--- src/rtl/mcfe_pkg.sv ---
// Shared types and constants of the motor command frame encoder.
`timescale 1ns / 1ps

package mcfe_pkg;

  // Stage load enables that the top level hands to every lane.
  typedef struct packed {
    logic s1;
    logic s2;
    logic s3;
    logic s4;
  } mcfe_adv_t;

  // Field widths of one command.
  localparam int unsigned IdW  = 11;
  localparam int unsigned PosW = 17;
  localparam int unsigned VelW = 14;
  localparam int unsigned KpW  = 16;
  localparam int unsigned KdW  = 16;
  localparam int unsigned TrqW = 16;

  // Code widths.
  localparam int unsigned PosCodeW = 16;
  localparam int unsigned SetCodeW = 12;

  // Protocol ranges in the input fixed-point units.
  localparam int PosLo = -51200;
  localparam int PosHi = 51200;
  localparam int VelLo = -4160;
  localparam int VelHi = 4160;
  localparam int KpLo  = 0;
  localparam int KpHi  = 32000;
  localparam int KdLo  = 0;
  localparam int KdHi  = 20480;
  localparam int TrqLo = -18432;
  localparam int TrqHi = 18432;

  // Each span is split into a power of two and an odd divisor:
  // span = 2^Shift * Div. Recip sets the reciprocal precision.
  localparam int unsigned PosShift = 12;
  localparam int unsigned PosDiv   = 25;
  localparam int unsigned PosRecip = 21;
  localparam int unsigned VelShift = 7;
  localparam int unsigned VelDiv   = 65;
  localparam int unsigned VelRecip = 19;
  localparam int unsigned KpShift  = 8;
  localparam int unsigned KpDiv    = 125;
  localparam int unsigned KpRecip  = 19;
  localparam int unsigned KdShift  = 12;
  localparam int unsigned KdDiv    = 5;
  localparam int unsigned KdRecip  = 15;
  localparam int unsigned TrqShift = 12;
  localparam int unsigned TrqDiv   = 9;
  localparam int unsigned TrqRecip = 16;

  // Stream widths, padded to whole bytes.
  localparam int unsigned InDataW  = 96;
  localparam int unsigned OutDataW = 80;

endpackage

--- src/rtl/motor_command_frame_encoder.sv ---
// Top level of the motor command frame encoder: stage control and frame packing.
`timescale 1ns / 1ps

// The block turns one motor command into one 8-byte command frame.
// The slave channel (s_axis_*) carries one command item: a motor id and five
// signed fixed-point set values. The master channel (m_axis_*) carries one
// frame item: the frame id, equal to the motor id, and the eight frame bytes.
// Each set value is saturated to its protocol range and scaled to an unsigned
// code; position takes 16 bits, the other four values take 12 bits.
// The datapath is a four-stage pipeline: clamp and offset, scale by the full
// code, reciprocal multiply, remainder correction. A command passes the stage
// registers in order, and its frame is presented on the master channel from the
// last one, v4_q; a receiver that is not ready can hold it in any stage.
// One item can be accepted in every cycle while m_axis_tready_i is high, so
// the sustained rate is one item per cycle. The reciprocal multiply stage,
// about 21 by 17 bits on the position lane, sets the clock period.
// Reset empties the pipeline; the data registers hold no reset value.
// When the receiver holds m_axis_tready_i low, the filled stages hold their
// items and the bubbles ahead of them keep closing, so s_axis_tready_o drops
// only once all four stages hold an item. No item is lost or repeated.

module motor_command_frame_encoder (
  input  logic                           clk_i,
  input  logic                           rst_ni,
  input  logic                           s_axis_tvalid_i,
  output logic                           s_axis_tready_o,
  // From bit 0: motor_id[10:0], position[27:11], velocity[41:28],
  // stiffness[57:42], damping[73:58], torque[89:74], zero padding.
  input  logic [mcfe_pkg::InDataW-1:0]   s_axis_tdata_i,
  output logic                           m_axis_tvalid_o,
  input  logic                           m_axis_tready_i,
  // From bit 0: frame_id[10:0], byte0[18:11], byte1[26:19], byte2[34:27],
  // byte3[42:35], byte4[50:43], byte5[58:51], byte6[66:59], byte7[74:67],
  // zero padding.
  output logic [mcfe_pkg::OutDataW-1:0]  m_axis_tdata_o
);

  localparam int unsigned PosOff = mcfe_pkg::IdW;
  localparam int unsigned VelOff = PosOff + mcfe_pkg::PosW;
  localparam int unsigned KpOff  = VelOff + mcfe_pkg::VelW;
  localparam int unsigned KdOff  = KpOff + mcfe_pkg::KpW;
  localparam int unsigned TrqOff = KdOff + mcfe_pkg::KdW;
  localparam int unsigned PadW   = mcfe_pkg::OutDataW - mcfe_pkg::IdW - 64;

  mcfe_pkg::mcfe_adv_t adv;

  logic v1_q, v2_q, v3_q, v4_q;
  logic [mcfe_pkg::IdW-1:0] id1_q, id2_q, id3_q, id4_q;

  logic [mcfe_pkg::PosCodeW-1:0] pos_code;
  logic [mcfe_pkg::SetCodeW-1:0] vel_code, kp_code, kd_code, trq_code;

  // A stage may load when it is empty or its item moves on in this cycle.
  assign adv.s4 = !v4_q || m_axis_tready_i;
  assign adv.s3 = !v3_q || adv.s4;
  assign adv.s2 = !v2_q || adv.s3;
  assign adv.s1 = !v1_q || adv.s2;

  assign s_axis_tready_o = adv.s1;

  always_ff @(posedge clk_i or negedge rst_ni) begin
    if (!rst_ni) begin
      v1_q <= 1'b0;
      v2_q <= 1'b0;
      v3_q <= 1'b0;
      v4_q <= 1'b0;
    end else begin
      if (adv.s1) begin
        v1_q <= s_axis_tvalid_i;
      end
      if (adv.s2) begin
        v2_q <= v1_q;
      end
      if (adv.s3) begin
        v3_q <= v2_q;
      end
      if (adv.s4) begin
        v4_q <= v3_q;
      end
    end
  end

  // The motor id travels alongside the lanes unchanged.
  always_ff @(posedge clk_i) begin
    if (adv.s1) begin
      id1_q <= s_axis_tdata_i[mcfe_pkg::IdW-1:0];
    end
    if (adv.s2) begin
      id2_q <= id1_q;
    end
    if (adv.s3) begin
      id3_q <= id2_q;
    end
    if (adv.s4) begin
      id4_q <= id3_q;
    end
  end

  mcfe_lane #(
    .X_W      (mcfe_pkg::PosW),
    .LO       (mcfe_pkg::PosLo),
    .HI       (mcfe_pkg::PosHi),
    .CODE_W   (mcfe_pkg::PosCodeW),
    .SHIFT    (mcfe_pkg::PosShift),
    .DIVISOR  (mcfe_pkg::PosDiv),
    .RECIP_SH (mcfe_pkg::PosRecip)
  ) u_pos (
    .clk_i  (clk_i),
    .adv_i  (adv),
    .x_i    (s_axis_tdata_i[PosOff +: mcfe_pkg::PosW]),
    .code_o (pos_code)
  );

  mcfe_lane #(
    .X_W      (mcfe_pkg::VelW),
    .LO       (mcfe_pkg::VelLo),
    .HI       (mcfe_pkg::VelHi),
    .CODE_W   (mcfe_pkg::SetCodeW),
    .SHIFT    (mcfe_pkg::VelShift),
    .DIVISOR  (mcfe_pkg::VelDiv),
    .RECIP_SH (mcfe_pkg::VelRecip)
  ) u_vel (
    .clk_i  (clk_i),
    .adv_i  (adv),
    .x_i    (s_axis_tdata_i[VelOff +: mcfe_pkg::VelW]),
    .code_o (vel_code)
  );

  mcfe_lane #(
    .X_W      (mcfe_pkg::KpW),
    .LO       (mcfe_pkg::KpLo),
    .HI       (mcfe_pkg::KpHi),
    .CODE_W   (mcfe_pkg::SetCodeW),
    .SHIFT    (mcfe_pkg::KpShift),
    .DIVISOR  (mcfe_pkg::KpDiv),
    .RECIP_SH (mcfe_pkg::KpRecip)
  ) u_kp (
    .clk_i  (clk_i),
    .adv_i  (adv),
    .x_i    (s_axis_tdata_i[KpOff +: mcfe_pkg::KpW]),
    .code_o (kp_code)
  );

  mcfe_lane #(
    .X_W      (mcfe_pkg::KdW),
    .LO       (mcfe_pkg::KdLo),
    .HI       (mcfe_pkg::KdHi),
    .CODE_W   (mcfe_pkg::SetCodeW),
    .SHIFT    (mcfe_pkg::KdShift),
    .DIVISOR  (mcfe_pkg::KdDiv),
    .RECIP_SH (mcfe_pkg::KdRecip)
  ) u_kd (
    .clk_i  (clk_i),
    .adv_i  (adv),
    .x_i    (s_axis_tdata_i[KdOff +: mcfe_pkg::KdW]),
    .code_o (kd_code)
  );

  mcfe_lane #(
    .X_W      (mcfe_pkg::TrqW),
    .LO       (mcfe_pkg::TrqLo),
    .HI       (mcfe_pkg::TrqHi),
    .CODE_W   (mcfe_pkg::SetCodeW),
    .SHIFT    (mcfe_pkg::TrqShift),
    .DIVISOR  (mcfe_pkg::TrqDiv),
    .RECIP_SH (mcfe_pkg::TrqRecip)
  ) u_trq (
    .clk_i  (clk_i),
    .adv_i  (adv),
    .x_i    (s_axis_tdata_i[TrqOff +: mcfe_pkg::TrqW]),
    .code_o (trq_code)
  );

  // The frame is pure wiring of the registered codes: byte0 holds the
  // position high byte, and the 12-bit codes share the nibble bytes.
  assign m_axis_tvalid_o = v4_q;
  assign m_axis_tdata_o  = {
    {PadW{1'b0}},
    trq_code[7:0],
    kd_code[3:0], trq_code[11:8],
    kd_code[11:4],
    kp_code[7:0],
    vel_code[3:0], kp_code[11:8],
    vel_code[11:4],
    pos_code[7:0],
    pos_code[15:8],
    id4_q
  };

endmodule

--- src/rtl/mcfe_lane.sv ---
// One set-value lane: clamp, scale by the full code and divide by the span.
`timescale 1ns / 1ps

module mcfe_lane #(
  parameter int unsigned X_W      = 16,
  parameter int          LO       = 0,
  parameter int          HI       = 32000,
  parameter int unsigned CODE_W   = 12,
  parameter int unsigned SHIFT    = 8,
  parameter int unsigned DIVISOR  = 125,
  parameter int unsigned RECIP_SH = 19
) (
  input  logic                    clk_i,
  input  mcfe_pkg::mcfe_adv_t     adv_i,
  input  logic signed [X_W-1:0]   x_i,
  output logic [CODE_W-1:0]       code_o
);

  localparam int unsigned SPAN  = HI - LO;
  localparam int unsigned D_W   = $clog2(SPAN + 1);
  localparam int unsigned N_W   = D_W + CODE_W;
  localparam int unsigned M_W   = N_W - SHIFT;
  localparam int unsigned RECIP = (2 ** RECIP_SH) / DIVISOR;
  localparam int unsigned R_W   = $clog2(RECIP + 1);
  localparam int unsigned P_W   = M_W + R_W;

  logic [D_W-1:0]    d_d, d_q;
  logic [N_W-1:0]    n_full;
  logic [M_W-1:0]    m_d, m2_q, m3_q;
  logic [P_W-1:0]    p_d, p_q;
  logic [CODE_W-1:0] q0;
  logic [M_W-1:0]    rem;
  logic [CODE_W-1:0] code_d, code_q;

  // Stage 1: saturate to the range and remove the offset.
  always_comb begin
    if ($signed(x_i) < LO) begin
      d_d = '0;
    end else if ($signed(x_i) > HI) begin
      d_d = D_W'(SPAN);
    end else begin
      d_d = D_W'(32'($signed(x_i)) - LO);
    end
  end

  // Stage 2: times (2^n - 1) as a shift and subtract, then drop the
  // power-of-two part of the span.
  assign n_full = {d_q, {CODE_W{1'b0}}} - N_W'(d_q);
  assign m_d    = n_full[N_W-1:SHIFT];

  // Stage 3: reciprocal multiply; the estimate is low by at most one.
  assign p_d = P_W'(m2_q) * P_W'(RECIP);

  // Stage 4: one correction step from the remainder.
  assign q0     = CODE_W'(p_q >> RECIP_SH);
  assign rem    = m3_q - M_W'(q0) * M_W'(DIVISOR);
  assign code_d = q0 + CODE_W'(rem >= M_W'(DIVISOR));

  always_ff @(posedge clk_i) begin
    if (adv_i.s1) begin
      d_q <= d_d;
    end
    if (adv_i.s2) begin
      m2_q <= m_d;
    end
    if (adv_i.s3) begin
      p_q  <= p_d;
      m3_q <= m2_q;
    end
    if (adv_i.s4) begin
      code_q <= code_d;
    end
  end

  assign code_o = code_q;

endmodule

--- config.mk ---
export PLATFORM = sky130hd
export DESIGN_NAME = motor_command_frame_encoder
export DESIGN_NICKNAME = d
export VERILOG_FILES = /design/src/rtl/mcfe_pkg.sv /design/src/rtl/motor_command_frame_encoder.sv /design/src/rtl/mcfe_lane.sv
export SDC_FILE = /design/constraint.sdc
export NUM_CORES = 2
export LEC_CHECK = 0
export BUFFER_PORTS_ARGS = -buffer_cell sky130_fd_sc_hd__buf_2
export CAP_MARGIN = 10
export CORE_MARGIN = 5
export CORE_UTILIZATION = 39
export DETAILED_ROUTE_END_ITERATION = 8
export PLACE_DENSITY_LB_ADDON = 0.25
export SLEW_MARGIN = 20
export SYNTH_ARGS = -nofsm -noshare
export SYNTH_HDL_FRONTEND = slang
export SYNTH_HIERARCHICAL = 1
export SYNTH_SLANG_ARGS = --single-unit
--- constraint.sdc ---
create_clock -name clk_i -period 8.21 [get_ports clk_i]
set_input_delay 0.821 -clock clk_i [delete_from_list [all_inputs] [get_ports clk_i]]
set_output_delay 0.821 -clock clk_i [all_outputs]
set_load 0.02 [all_outputs]
Word level (Yosys, flattened, before mapping)
Cells that the tools add are included.

storage, ports and cells
  register bits after elaboration = 521
  bits of input ports = 100

operators by class
  add/subtract/negate cells = 18
  multiply operators = 10
  order comparisons = 15
  mux-type cells = 5
  reduce and logical (&&, ||, !) cells = 13

operators with widths
  operator                  count
  $sub A27 B15 Y27          2
  $add A12 B1 Y12           4
  $gt A16 B16 Y1 const B    3
  $ge A19 B7 Y1 const B     2
  $mul A12 B7 Y19 const B   2
  $sub A19 B19 Y19          2
  $mul A21 B16 Y36 const B  1
  $sub A33 B17 Y33          1
  $lt A16 B1 Y1 const B     2
  $mul A19 B13 Y31 const B  1
  $mul A19 B12 Y30 const B  1
  $mux W15                  2
  $mul A16 B13 Y28 const B  1
  $sub A28 B16 Y28          1
  $mul A15 B13 Y27 const B  1
  $sub A26 B14 Y26          1
  $ge A21 B5 Y1 const B     1
  $mul A16 B5 Y21 const B   1
  $sub A21 B21 Y21          1
  $gt A17 B17 Y1 const B    1
  $lt A17 B17 Y1 const B    1
  $mux W17                  1
  $sub A17 B17 Y17 const B  1
  $add A16 B1 Y16           1
  other kinds (16)          26

Longest topological paths before layout
  word-level depth = 5
  mapped depth = 23
  mapped depth without buffers = 22

By module
Netlist, hierarchy kept.

by module, submodules not included
  module                       times used  cells each  area an instance (um^2)
  mcfe_lane at u_pos           1           1128        12421.9
  mcfe_lane at u_kp            1           804         8539.4
  mcfe_lane at u_vel           1           643         7273.2
  mcfe_lane at u_kd            1           631         6945.4
  mcfe_lane at u_trq           1           634         6849.1
  motor_command_frame_encoder  1           63          1530.2

Least setup slack after synthesis
No wires, ideal clock.

  path kind = register to register
  start = reg u_pos.m2_q[10]
  end = reg u_pos.p_q[36], data pin
  arrival = 5497 ps
  required time = 7950 ps
  path slack = 2453 ps
  stages on the path, launching flop included = 18
  path buffers = 0
  period minus slack after synthesis = 5757 ps
  cells stage by stage = edfxtp_1 -> ha_1 -> fa_1 -> fa_1 -> inv_1 -> fa_1 -> fa_1 -> inv_1 -> fa_1 -> ha_1 -> and3_1 -> nand4_1 -> a221o_1 -> a311oi_4 -> a41oi_2 -> or3_1 -> a311oi_2 -> xnor2_1

between the ends
  longest elaborated chain between the ends = 1

ends and longest elaborated chain
  what                     RTL line         text
  start, declared          mcfe_lane.sv:29  logic [M_W-1:0] m_d, m2_q, m3_q;
  start signal, assigned   mcfe_lane.sv:64  m2_q <= m_d;
  $mul A21 B16 Y36         mcfe_lane.sv:52  assign p_d = P_W'(m2_q) * P_W'(RECIP);
  named net u_pos.p_d[36]  mcfe_lane.sv:30  logic [P_W-1:0] p_d, p_q;
  end signal, assigned     mcfe_lane.sv:67  p_q <= p_d;
  end, declared            mcfe_lane.sv:30

The timed path passes the listed nets, and every way through them passes these cells.
A chain may end at the register's enable or synchronous reset.

Worst setup path after layout
  start = reg u_kp.p_q[27]
  end = reg u_kp.code_q[8] (netlist: u_kp/code_o[8]), data pin

between the ends
  longest elaborated chain between the ends = 4

ends and longest elaborated chain
  what                      RTL line         text
  start, declared           mcfe_lane.sv:30
  start signal, assigned    mcfe_lane.sv:67
  $mul A12 B7 Y19           mcfe_lane.sv:56  assign rem = m3_q - M_W'(q0) * M_W'(DIVISOR);
  $sub A19 B19 Y19          mcfe_lane.sv:56
  $ge A19 B7 Y1             mcfe_lane.sv:57  assign code_d = q0 + CODE_W'(rem >= M_W'(DIVISOR));
  $add A12 B1 Y12 (*)       mcfe_lane.sv:57
  named net u_kp.code_d[8]  mcfe_lane.sv:33  logic [CODE_W-1:0] code_d, code_q;
  end signal, assigned      mcfe_lane.sv:71  code_q <= code_d;
  end, declared             mcfe_lane.sv:33

The timed path passes the listed nets; every way through them passes the cells marked *.

==> results.toml <==
[clocking]
clockBufferDepth = 3
post_cts_resized = 0
cts.sinks = 433
cts_tree = "done"
cts_buffers = 53
clkLatencyLatePin_ns = 0.65
hold_buffers = 1
root_buffer = "clkbuf_16"
clk_pin_slew_worst_paths_ns = 0.06
htree_num_levels = 2
post_cts_buffers = 0

[global_route]
grt-ovfl-total = 0
grt_max_degree = 68
grt_pass1_wl_um = 147300
antenna_found_initial = 14
grtUsageTotal = 0.1559
grt_pass1_vias = 28249

[placement]
io_buffers = 170
dp_hpwl_um = 74490
place.gp.congestion = 0.8621

[synthesis]
yosysWarnings = 6
synthCells = 3903
synth_edf_count = 429
syn_area_um2 = 43560
synth.area.top_cells = "edfxtp_1 30%, ha_1 21%, fa_1 20%"
yosys.area_share.simple = 0.07959
synthArstFlopShare = 0.009238
synth.distinct_cells = 105
yosys_most_used_dff = "edfxtp_1"
synthMuxAreaShare = 0.004424
synth_top_area_frac = 0.2957
synth_largest_area_cell = "edfxtp_1"
avgSynthCellArea_um2 = 11.16
synth_top_family_by_area = "adder cells"
ys_seq_elements = 433
synth_seq_area_share = 0.2980
synth_xor_area_frac = 0.05058
synth-compound-area-share = 0.07600
synth-adder-area-share = 0.4132

[die]
io_pins = 182
rows = 122
coreArea_um2 = 110800
die_y_um = 344.2
die_area_um2 = 118500
die_w_um = 344.2
initial_core_util = 0.3931

[run]
maxCapViolCount = 0

[cells_and_area]
fill_cells = 10554
nNetsFinal = 5390
final_common_cell = "inv_1"
synthToLayoutAreaGrowth_pct = 10.19
layout-drive-gt1-share = 0.07946
final_cell_mix = "863 x inv_1, 744 x ha_1, 434 x fa_1"

[outcome]
outcome = "completed"

[worst_setup_path]
worstSetupPathType = "flip-flop to flip-flop"
crit_path_start_kind = "flip-flop"
ff2ff_path_depth = 21
reg2reg_from = "u_kp/p_q[27]"
timing.rr.end = "u_kp/code_o[8]"
cp.required_ns = 8.59
crit_fanout = 12
r2r_slack_ns = 1.95
crit_start = "u_kp/p_q[27]"
crit_path_end_kind = "flip-flop"
endpoint = "u_kp/code_o[8]"
cp.arrival_ns = 6.64

[detailed_routing]
drc_errors = 0
drtIter0Drc = 1216
wirelength_um = 90650
viasPerCell = 4.803
num_vias = 27130
ant_nets = 0
firstDrtPassIters = 5
wl_per_cell_um = 16.05

[sta]
maxSlewViolCount = 0
finalHoldViolations = 0
fin_setup_tns_ns = 0
rsz0062_at_grt = "no"
clock-skew-final_ns = 0.04386
slew_headroom = 0.3488
max_freq_ghz = 0.1597
fin_crit_ns = 6.262
setup_viol = 0
fin_crit_sh = 0.7627
worst_slew_pin_slew_ns = 0.9768

[hold_path]
hold_class = "input pin to flip-flop"
-- critical path, stage by stage (launching register included) --
cell and delay [ns]:
edfxtp_1 0.50, inv_1 0.21, fa_1 0.56, inv_1 0.05, fa_1 0.48, fa_1 0.52, fa_1 0.54, inv_1 0.04
ha_1 0.48, and3b_1 0.22, a2111o_1 0.30, a2111oi_2 0.28, nand4_1 0.15, nor4b_2 0.26, nand4_1 0.14, nor4_2 0.23
nand4_1 0.17, ha_1 0.27, ha_1 0.23, and3_1 0.19, nand2_1 0.10, xnor2_1 0.07
-- per-stage QoR --
step           std cells  hold WS, ns  cell area, um2  utilization  setup WS, ns
3_5_place_dp        5544       0.4045           46200       0.4169         1.870
4_1_cts             5641       0.2849           47980       0.4329         1.891
3_3_place_gp        5544       0.4002           46200       0.4169         1.925
2_1_floorplan       3907       0.4003           43570            -         2.453
6_report            5649       0.3599           48000       0.4331         1.948
5_1_grt             5644       0.3125           47990       0.4330         1.526
-- area by class of cell --
class | instances | area [um2] | share of cell area
inverters | 866 | 3253 | 0.06777
diodes | 8 | 20.02 | 0.0004171
flip-flops and latches | 433 | 12980 | 0.2705
clock buffers | 58 | 1366 | 0.02846
clock inverters | 38 | 405.4 | 0.008446
multi-input cells | 2580 | 27200 | 0.5666
well taps | 1488 | 1862 | 0.03879
repair buffers | 178 | 913.4 | 0.01903
-- metal layers --
metal,part of all wire,GRT usage
met5,0.00076,0
met4,0.017,0.03082
met3,0.056,0.03982
met2,0.46,0.2547
met1,0.47,0.2119
-- synthesized netlist by cell type (all sizes together) (8+ instances only) --
cell       n
nor3      53
or2       12
and3      31
a21oi    124
nand3     60
and2      56
a211oi    17
o211ai    14
or4        8
o21bai    13
nor2     128
mux2i     14
xnor2    161
o21ai     96
nand3b    11
a21o      52
nand2b    26
a2111oi    8
xor2      88
fa       434
o21a      18
a31o      10
a31oi     30
nand2    114
ha       744
clkbuf    15
buf       13
or3       11
inv      866
nand4     43
edfxtp   429
a41oi      9
nor4      32
o31ai     11
nor2b     33
-- how the worst min path moves through the flow --
stage          cells past startpoint        end              start
3_5_place_dp                       0  id2_q[10]          id1_q[10]
6_report                           1   id1_q[4]  s_axis_tdata_i[4]
4_1_cts                            1   id1_q[4]  s_axis_tdata_i[4]
2_1_floorplan                      0   id2_q[0]           id1_q[0]
3_3_place_gp                       0  id3_q[10]          id2_q[10]
5_1_grt                            1   id1_q[4]  s_axis_tdata_i[4]
-- flip-flops by register name, summed over array words and instances (netlist names), 16 cells and up --
signal and cells:
u_pos/m2_q 21, u_pos/m3_q 21, u_kp/m2_q 19, u_kp/m3_q 19
u_vel/m2_q 19, u_vel/m3_q 19, u_pos/d_q 17, u_pos/code_o 16
u_pos/p_q 16, u_trq/d_q 16, u_trq/m2_q 16, u_trq/m3_q 16
-- cells by family after synthesis --
logic type / count (synthesis)
xor gates and xnor gates: 250
AOI/OAI and AO/OA: 484
other: 1
buffers and inverters: 894
muxes: 18
DFF: 433
adders and majority gates: 1178
and+or+nand+nor: 645
Power is left out: the tool's default activity adds up to more than one toggle a clock period on the data nets, which glitch-free logic cannot reach.
